==> src/rtl/ilt_pkg.sv <==
// ---------------------------------------------------------------------------
// ilt_pkg
// Types, constants and character classes for the IRC line tokenizer.
// ---------------------------------------------------------------------------
`default_nettype none

package ilt_pkg;

    localparam int unsigned MAX_PARAMS = 15;

    localparam logic [7:0] CH_NUL   = 8'h00;
    localparam logic [7:0] CH_LF    = 8'h0A;
    localparam logic [7:0] CH_CR    = 8'h0D;
    localparam logic [7:0] CH_SPACE = 8'h20;
    localparam logic [7:0] CH_BANG  = 8'h21;
    localparam logic [7:0] CH_COLON = 8'h3A;
    localparam logic [7:0] CH_AT    = 8'h40;

    localparam logic [1:0] NUM_DIGITS = 2'd3;

    localparam logic [2:0] K_DELIM = 3'd0;
    localparam logic [2:0] K_NAME  = 3'd1;
    localparam logic [2:0] K_USER  = 3'd2;
    localparam logic [2:0] K_HOST  = 3'd3;
    localparam logic [2:0] K_CMD   = 3'd4;
    localparam logic [2:0] K_MID   = 3'd5;
    localparam logic [2:0] K_TRAIL = 3'd6;
    localparam logic [2:0] K_DISC  = 3'd7;

    typedef enum logic [3:0] {
        PH_START,
        PH_NAME_FIRST,
        PH_NAME_HOST,
        PH_NAME_NICK,
        PH_USER_FIRST,
        PH_USER,
        PH_HOST_FIRST,
        PH_HOST,
        PH_PFX_SPACE,
        PH_CMD_ALPHA,
        PH_CMD_NUM,
        PH_PAR_SPACE,
        PH_MIDDLE,
        PH_TRAIL_FIRST,
        PH_TRAIL,
        PH_CR
    } phase_t;

    typedef struct packed {
        phase_t     phase;
        logic [3:0] param_count;
        logic [1:0] digit_count;
        logic       nick_valid;
        logic       numeric;
        logic       error;
    } state_t;

    typedef struct packed {
        logic [7:0] byte_echo;
        logic [2:0] field_kind;
        logic       field_first;
        logic [3:0] param_index;
        logic       line_end;
        logic       line_ok;
        logic       parse_error;
        logic       name_is_nick;
        logic       command_numeric;
    } result_t;

    localparam state_t STATE_RESET = '{
        phase: PH_START, param_count: 4'd0, digit_count: 2'd0,
        nick_valid: 1'b0, numeric: 1'b0, error: 1'b0
    };

    function automatic logic c_digit(input logic [7:0] c);
        return (c >= 8'h30) && (c <= 8'h39);
    endfunction

    function automatic logic c_letter(input logic [7:0] c);
        return ((c >= 8'h41) && (c <= 8'h5A)) || ((c >= 8'h61) && (c <= 8'h7A));
    endfunction

    function automatic logic c_alpha(input logic [7:0] c);
        return c_letter(c) || ((c >= 8'h5B) && (c <= 8'h5E)) ||
               ((c >= 8'h7B) && (c <= 8'h7E));
    endfunction

    function automatic logic c_nick(input logic [7:0] c);
        return ((c >= 8'h41) && (c <= 8'h7D)) || c_digit(c) || (c == 8'h2D);
    endfunction

    function automatic logic c_user(input logic [7:0] c);
        return c_nick(c) || (c == 8'h2E) || (c == 8'h7E);
    endfunction

    function automatic logic c_host(input logic [7:0] c);
        return ((c >= 8'h2D) && (c <= 8'h3A)) || c_letter(c);
    endfunction

    function automatic logic c_lineend(input logic [7:0] c);
        return (c == CH_NUL) || (c == CH_CR) || (c == CH_LF);
    endfunction

endpackage

`default_nettype wire

==> src/rtl/ilt_step.sv <==
// ---------------------------------------------------------------------------
// ilt_step
// Per-byte parse step: classifies one byte against the current line state
// and returns the tagged result and the following state.
// ---------------------------------------------------------------------------
`default_nettype none

module ilt_step (
    input  wire logic [7:0]      data_byte,
    input  wire ilt_pkg::state_t cur,
    output ilt_pkg::state_t      next,
    output ilt_pkg::result_t     res
);
    import ilt_pkg::*;

    state_t     nxt;
    logic [2:0] kind;
    logic       first;
    logic       err;
    logic       lend;
    logic       lok;
    logic       cmd_done;
    logic       name_h;
    logic       name_n;
    logic       cmd_alpha;
    logic       cmd_digit;

    assign cmd_alpha = c_alpha(data_byte);
    assign cmd_digit = c_digit(data_byte);
    assign cmd_done  = (cur.phase == PH_CMD_ALPHA) || (cur.digit_count == NUM_DIGITS);
    assign name_h    = (cur.phase == PH_NAME_HOST) && c_host(data_byte);
    assign name_n    = cur.nick_valid && c_nick(data_byte);

    always_comb begin
        nxt   = cur;
        kind  = K_DELIM;
        first = 1'b0;
        err   = 1'b0;
        lend  = 1'b0;
        lok   = 1'b0;
        if (data_byte == CH_LF) begin
            lend = 1'b1;
            if (!cur.error) begin
                if (cur.phase == PH_CR) begin
                    lok = 1'b1;
                end else begin
                    err = 1'b1;
                end
            end
        end else if (cur.error) begin
            kind = K_DISC;
        end else begin
            case (cur.phase)
                PH_START, PH_PFX_SPACE: begin
                    if ((cur.phase == PH_START) && (data_byte == CH_COLON)) begin
                        nxt.phase = PH_NAME_FIRST;
                    end else if ((cur.phase == PH_START) && (data_byte == CH_CR)) begin
                        nxt.phase = PH_CR;
                    end else if ((cur.phase == PH_PFX_SPACE) && (data_byte == CH_SPACE)) begin
                        nxt.phase = PH_PFX_SPACE;
                    end else if (cmd_alpha) begin
                        nxt.phase = PH_CMD_ALPHA;
                        kind      = K_CMD;
                        first     = 1'b1;
                    end else if (cmd_digit) begin
                        nxt.phase       = PH_CMD_NUM;
                        nxt.digit_count = 2'd1;
                        nxt.numeric     = 1'b1;
                        kind            = K_CMD;
                        first           = 1'b1;
                    end else begin
                        err = 1'b1;
                    end
                end
                PH_NAME_FIRST: begin
                    if (c_host(data_byte) || cmd_alpha) begin
                        nxt.nick_valid = cmd_alpha;
                        nxt.phase      = c_host(data_byte) ? PH_NAME_HOST : PH_NAME_NICK;
                        kind           = K_NAME;
                        first          = 1'b1;
                    end else begin
                        err = 1'b1;
                    end
                end
                PH_NAME_HOST, PH_NAME_NICK: begin
                    if (data_byte == CH_SPACE) begin
                        nxt.phase = PH_PFX_SPACE;
                    end else if (data_byte == CH_BANG) begin
                        nxt.phase = PH_USER_FIRST;
                    end else if (data_byte == CH_AT) begin
                        nxt.phase = PH_HOST_FIRST;
                    end else if (!name_h && !name_n) begin
                        err = 1'b1;
                    end else begin
                        nxt.phase      = name_h ? PH_NAME_HOST : PH_NAME_NICK;
                        nxt.nick_valid = name_n;
                        kind           = K_NAME;
                    end
                end
                PH_USER_FIRST, PH_USER: begin
                    if ((cur.phase == PH_USER) && (data_byte == CH_SPACE)) begin
                        nxt.phase = PH_PFX_SPACE;
                    end else if ((cur.phase == PH_USER) && (data_byte == CH_AT)) begin
                        nxt.phase = PH_HOST_FIRST;
                    end else if (c_user(data_byte)) begin
                        first     = (cur.phase == PH_USER_FIRST);
                        nxt.phase = PH_USER;
                        kind      = K_USER;
                    end else begin
                        err = 1'b1;
                    end
                end
                PH_HOST_FIRST, PH_HOST: begin
                    if ((cur.phase == PH_HOST) && (data_byte == CH_SPACE)) begin
                        nxt.phase = PH_PFX_SPACE;
                    end else if (c_host(data_byte)) begin
                        first     = (cur.phase == PH_HOST_FIRST);
                        nxt.phase = PH_HOST;
                        kind      = K_HOST;
                    end else begin
                        err = 1'b1;
                    end
                end
                PH_CMD_ALPHA, PH_CMD_NUM: begin
                    if ((data_byte == CH_SPACE) && cmd_done) begin
                        nxt.phase = PH_PAR_SPACE;
                    end else if ((data_byte == CH_CR) && cmd_done) begin
                        nxt.phase = PH_CR;
                    end else if ((cur.phase == PH_CMD_ALPHA) && cmd_alpha) begin
                        kind = K_CMD;
                    end else if ((cur.phase == PH_CMD_NUM) && cmd_digit &&
                                 (cur.digit_count < NUM_DIGITS)) begin
                        nxt.digit_count = cur.digit_count + 2'd1;
                        kind            = K_CMD;
                    end else begin
                        err = 1'b1;
                    end
                end
                PH_PAR_SPACE: begin
                    if (data_byte == CH_SPACE) begin
                        nxt.phase = PH_PAR_SPACE;
                    end else if (data_byte == CH_COLON) begin
                        nxt.phase = PH_TRAIL_FIRST;
                    end else if (c_lineend(data_byte)) begin
                        err = 1'b1;
                    end else begin
                        nxt.phase = PH_MIDDLE;
                        kind      = K_MID;
                        first     = 1'b1;
                    end
                end
                PH_MIDDLE: begin
                    if (data_byte == CH_SPACE) begin
                        if (cur.param_count < 4'(MAX_PARAMS)) begin
                            nxt.param_count = cur.param_count + 4'd1;
                        end
                        nxt.phase = PH_PAR_SPACE;
                    end else if (data_byte == CH_CR) begin
                        nxt.phase = PH_CR;
                    end else if (data_byte == CH_NUL) begin
                        err = 1'b1;
                    end else begin
                        kind = K_MID;
                    end
                end
                PH_TRAIL_FIRST, PH_TRAIL: begin
                    if ((cur.phase == PH_TRAIL) && (data_byte == CH_CR)) begin
                        nxt.phase = PH_CR;
                    end else if (c_lineend(data_byte)) begin
                        err = 1'b1;
                    end else begin
                        first     = (cur.phase == PH_TRAIL_FIRST);
                        nxt.phase = PH_TRAIL;
                        kind      = K_TRAIL;
                    end
                end
                default: begin
                    err = 1'b1;
                end
            endcase
        end

        if (err) begin
            first = 1'b0;
            if (data_byte != CH_LF) begin
                kind      = K_DISC;
                nxt.error = 1'b1;
            end
        end
    end

    assign res.byte_echo       = data_byte;
    assign res.field_kind      = kind;
    assign res.field_first     = first;
    assign res.param_index     = nxt.param_count;
    assign res.line_end        = lend;
    assign res.line_ok         = lok;
    assign res.parse_error     = err;
    assign res.name_is_nick    = nxt.nick_valid;
    assign res.command_numeric = nxt.numeric;

    assign next = lend ? STATE_RESET : nxt;

endmodule

`default_nettype wire

==> src/rtl/irc_line_tokenizer.sv <==
// ---------------------------------------------------------------------------
// irc_line_tokenizer
// Tags each byte of an IRC stream with its message field, one byte a cycle.
// ---------------------------------------------------------------------------
// Input channel s_*: one raw stream byte per transfer in s_tdata.
// Output channel m_*: one tagged byte per input byte. m_tuser carries the
// field kind, m_tlast marks the LF that closes a line, m_tdata holds the
// byte and its flags.
// The parse step sits between the line state register and the output
// register, so a byte accepted at one edge is offered on m_* after it.
// Throughput is one byte per cycle while the receiver keeps up; the line
// state loop through the parse step is what sets that figure.
// s_tready is high while the output register is empty or being drained, so
// a stalled receiver holds the pending result and stops further input
// after one byte.
// Reset (aresetn low, synchronous) empties the output register and returns
// the parser to the start of a line with all flags clear.
// ---------------------------------------------------------------------------
`default_nettype none

module irc_line_tokenizer (
    input  wire logic        aclk,
    input  wire logic        aresetn,
    input  wire logic        s_tvalid,
    output logic             s_tready,
    input  wire logic [7:0]  s_tdata,   // data_byte
    output logic             m_tvalid,
    input  wire logic        m_tready,
    output logic [23:0]      m_tdata,   // byte_echo, field_first, param_index,
                                        // line_ok, parse_error, name_is_nick,
                                        // command_numeric, zero fill
    output logic [2:0]       m_tuser,   // field_kind
    output logic             m_tlast    // line_end
);
    import ilt_pkg::*;

    state_t  state_reg;
    state_t  state_next;
    result_t step_res;
    result_t res_reg;
    logic    m_tvalid_reg;
    logic    s_xfer;

    ilt_step u_step (
        .data_byte (s_tdata),
        .cur       (state_reg),
        .next      (state_next),
        .res       (step_res)
    );

    assign s_tready = !m_tvalid_reg || m_tready;
    assign s_xfer   = s_tvalid && s_tready;

    always_ff @(posedge aclk) begin
        if (!aresetn) begin
            state_reg    <= STATE_RESET;
            m_tvalid_reg <= 1'b0;
        end else begin
            if (s_xfer) begin
                state_reg <= state_next;
            end
            if (s_tready) begin
                m_tvalid_reg <= s_tvalid;
            end
        end
    end

    always_ff @(posedge aclk) begin
        if (s_xfer) begin
            res_reg <= step_res;
        end
    end

    assign m_tvalid = m_tvalid_reg;
    assign m_tuser  = res_reg.field_kind;
    assign m_tlast  = res_reg.line_end;
    assign m_tdata  = {7'd0,
                       res_reg.command_numeric,
                       res_reg.name_is_nick,
                       res_reg.parse_error,
                       res_reg.line_ok,
                       res_reg.param_index,
                       res_reg.field_first,
                       res_reg.byte_echo};

`ifndef SYNTH
    a_lf_restarts_line: assert property (@(posedge aclk) disable iff (!aresetn)
        (s_xfer && (s_tdata == CH_LF)) |=>
            ((state_reg.phase == PH_START) && (state_reg.param_count == 4'd0) &&
             !state_reg.error))
        else $error("line state not cleared after LF");

    a_ok_only_at_end: assert property (@(posedge aclk) disable iff (!aresetn)
        (m_tvalid && res_reg.line_ok) |-> (m_tlast && !res_reg.parse_error))
        else $error("line_ok outside a clean line end");

    a_error_not_first: assert property (@(posedge aclk) disable iff (!aresetn)
        (m_tvalid && res_reg.parse_error) |-> !res_reg.field_first)
        else $error("erroneous byte marked as field start");

    a_error_discards: assert property (@(posedge aclk) disable iff (!aresetn)
        (s_xfer && state_reg.error && (s_tdata != CH_LF)) |=>
            (state_reg.error && (res_reg.field_kind == K_DISC) && !res_reg.parse_error))
        else $error("byte after error not discarded");
`endif

endmodule

`default_nettype wire
==> config.mk <==
export PLATFORM = sky130hd
export DESIGN_NAME = irc_line_tokenizer
export DESIGN_NICKNAME = d
export VERILOG_FILES = /design/src/rtl/ilt_pkg.sv /design/src/rtl/ilt_step.sv /design/src/rtl/irc_line_tokenizer.sv
export SDC_FILE = /design/constraint.sdc
export NUM_CORES = 1
export LEC_CHECK = 0
export ABC_AREA = 1
export BUFFER_PORTS_ARGS = -buffer_cell sky130_fd_sc_hd__buf_2
export CELL_PAD_IN_SITES_DETAIL_PLACEMENT = 0
export CELL_PAD_IN_SITES_GLOBAL_PLACEMENT = 2
export CORE_ASPECT_RATIO = 2
export CORE_UTILIZATION = 33
export CTS_BUF_LIST = sky130_fd_sc_hd__clkbuf_2 sky130_fd_sc_hd__clkbuf_4 sky130_fd_sc_hd__clkbuf_8
export CTS_CLUSTER_DIAMETER = 60
export CTS_CLUSTER_SIZE = 12
export DETAILED_ROUTE_END_ITERATION = 12
export HOLD_SLACK_MARGIN = 0.05
export PLACE_DENSITY = 0.9
export SETUP_SLACK_MARGIN = 0.3
export SYNTH_ARGS = -nofsm -noshare
export SYNTH_HDL_FRONTEND = slang
export SYNTH_SLANG_ARGS = --single-unit
==> constraint.sdc <==
create_clock -name aclk -period 2.4 [get_ports aclk]
set_clock_uncertainty 0.1 [all_clocks]
set_input_delay 0.12 -clock aclk [delete_from_list [all_inputs] [get_ports aclk]]
set_output_delay 0.12 -clock aclk [all_outputs]
set_load 0.02 [all_outputs]
==> flow_summary.ini <==
[floorplan]
rows = 47
core_area_mm2 = 0.008233
initial_core_util_pct = 33.92
io_pins = 42
die-height_um = 132.1
fp.dieW_um = 67.05
dieArea_mm2 = 0.008857

[sta]
hold_viol_final = 0
setup_viol = 0
fin_crit_sh_pct = 84.56
fmax_mhz = 492.7
slew_viol_final = 0
rsz0062_at_grt = yes
layout_min_cycle_time_ps = 2030
setup_tns_ps = 0

[global_route]
antenna_found_initial = 0
grt_pass1_vias = 2859
grt_max_degree = 18
track_usage_pct = 21.07
grt_pass1_wl_um = 13820
overflow = 0

[synth]
synth_edf_count = 21
avgSynthCellArea_um2 = 7.142
yosys_warnings = 0
synth.distinct_cells = 42
syn_area_mm2 = 0.002793
ys_ff_latch = 35
ys_dominant_reg_cell = edfxtp_1
ys_seq_area_share_pct = 32.62
synthCells = 391
async_reset_ff_share_pct = 0

[finish]
final_common_cell = nand2_1
n_antenna_cell = 0
fin_nets = 464
largest_register_ffs = 17
area_growth_pct = 23.57
most-common-layout-cells = nand2_1, nor2_1, inv_1
drive_above_1_share_pct = 34.37

[critical_path]
path_class = reg2reg
crit_required_ps = 2350
critPathLaunchType = flip-flop
r2r_slack_ps = 370
crit_slowest_cell = dfxtp_2
endpoint_kind = flip-flop
r2r-end = m_tuser[0]$_DFFE_PP_
crit_top_cell = nand2_1
cp_max_fo = 6
reg2regPathDepth = 13
critPathMaxStageDelay_ps = 330
cp_cell_sequence = buf_4, nor2_4, inv_4, nor2_4, nand2_1, nand2_1, nor2_1, nand3_2, nand2_2, nor3b_2, nand2_1, nand2_2, o21ai_1
r2r_start = state_reg[9]$_SDFFE_PN0P_
cp.arrival_ps = 1980

[drt]
first_iter_violations = 189
drt-wirelength-per-cell_um = 15.74
via_per_inst = 5.115
drt-total-wl_um = 8642
drc_errors = 0
antenna_left = 0
firstDrtPassIters = 5
vias = 2808

[placement]
port-buffer-count = 34
hpwl_um = 7080
gp_congestion = 0.9288

[pwr]
p_total_uw = 3146
combPwrFrac_pct = 57.8
swShare_pct = 47.15
p_leak_uw = 0.001526
power_frac_seq_pct = 27.5
power.density_mw_per_mm2 = 911.7
p_switching_uw = 1483
power.internal_uw = 1663
peakVddDrop_mv = 0.4774
clock_power_share_pct = 14.7

[cts]
worstSkewPairLatency_ps = 300
cts_tree = done
htreeDepth = 2
clk_pin_slew_ps = 70
numClockSinks = 35
cts_made_buffers = 5
clockBufferDepth = 2
root_buffer = clkbuf_8

[job]
maxCapViolations = 0

[worst_hold_path]
min_path_cells = 1
holdCritPathClass = in2reg
min-delay-start = s_tdata[4]
worstHoldEndpoint = m_tdata[4]$_DFFE_PP_

[run_status]
status = complete, no violations
logic make-up after synthesis:
logic type | share of synthesized area [%]
buf+inv | 9.453
compound gates | 11.47
simple gates | 44.71
mux | 0.4032
other cells | 0.1343
xor+xnor | 0.3137
flops | 32.62
fa+ha+maj | 0.8959
cells in the mapped netlist, types with 2 or more instances:
master	instances	area [um2]
nor2_2	8	50.05
a21oi_1	18	90.09
inv_2	11	41.29
inv_1	40	150.1
nand2_2	14	87.58
edfxtp_1	21	630.6
o21ai_0	13	65.06
dfxtp_1	14	280.3
a31oi_1	2	12.51
nand4_1	4	25.02
nor2_8	2	40.04
o211ai_1	5	37.54
nor2_1	52	195.2
ha_1	2	25.02
nand3_1	28	140.1
nand2_4	8	90.09
buf_4	7	52.55
nor2_4	9	101.4
nand2_1	93	349.1
o21ai_1	5	25.02
a41oi_1	2	17.52
a21oi_2	2	17.52
nor3_1	8	40.04
nand3_2	5	50.05
worst max-delay path by stage:
stage | startpoint | endpoint | slack, ps | cells past startpoint
after floorplan | state_reg[9]$_SDFFE_PN0P_ | m_tuser[0]$_DFFE_PP_ | 540 | 12
after global routing | state_reg[9]$_SDFFE_PN0P_ | m_tuser[0]$_DFFE_PP_ | 270 | 13
after detailed placement | state_reg[9]$_SDFFE_PN0P_ | m_tuser[0]$_DFFE_PP_ | 130 | 13
after global placement | state_reg[9]$_SDFFE_PN0P_ | m_tuser[0]$_DFFE_PP_ | 100 | 13
after CTS | state_reg[9]$_SDFFE_PN0P_ | m_tuser[0]$_DFFE_PP_ | 280 | 13
final | state_reg[9]$_SDFFE_PN0P_ | m_tuser[0]$_DFFE_PP_ | 370 | 13
worst max-delay path: cells and delay by family (launching register included):
kind,cells,cell delay [ps]
DFF,1,330
AOI/OAI and AO/OA,1,70
and+or+nand+nor,10,1040
buffers and inverters,2,230
final cells by class:
class,count,area (um2)
fillers,903,4782
multi-input cells,300,1763
flip-flops and latches,35,918.4
repair buffers,56,352.8
inverters,52,200.2
well taps,98,122.6
clock buffers,6,82.58
clock inverters,2,11.26
metrics by stage:
step,hold WS (ps),setup slack (ps),instances,area [um2],utilization [%]
floorplan,118.9,544.6,397,2815,-
detailed placement,313.6,126.9,529,3117,37.86
CTS,64.78,275.5,545,3308,40.18
finish,70.24,370.5,549,3451,41.91
global placement,304.0,99.90,529,3117,37.86
global route,67.87,268.4,549,3451,41.91
power groups by stage:
stage	clock network, uW	logic [uW]	registers, uW
3_5_place_dp	0	1540	861
2_1_floorplan	0	1020	928
3_3_place_gp	0	1550	858
5_1_grt	494	1980	882
4_1_cts	476	1590	851
6_report	462	1820	865
per-layer routing:
| layer | global-route usage [%] | vias to the layer above | part of all wire (%) |
|---|---|---|---|
| li1 | - | 1392 | - |
| met1 | 18.73 | 1259 | 33 |
| met2 | 37.89 | 106 | 54 |
| met3 | 3.547 | 51 | 3.6 |
| met4 | 18.32 | 0 | 9.4 |
| met5 | 0 | - | 0 |
timing repair:
item	4_1_cts	5_1_grt
gates resized for setup	6	35
hold buffers	7	0
pin swaps	1	2
cloned	0	0
hold endpoints to repair	11	0
buffers inserted	1	4
setup endpoints to repair	11	18
No activity file was read; power rests on OpenSTA's default activity.
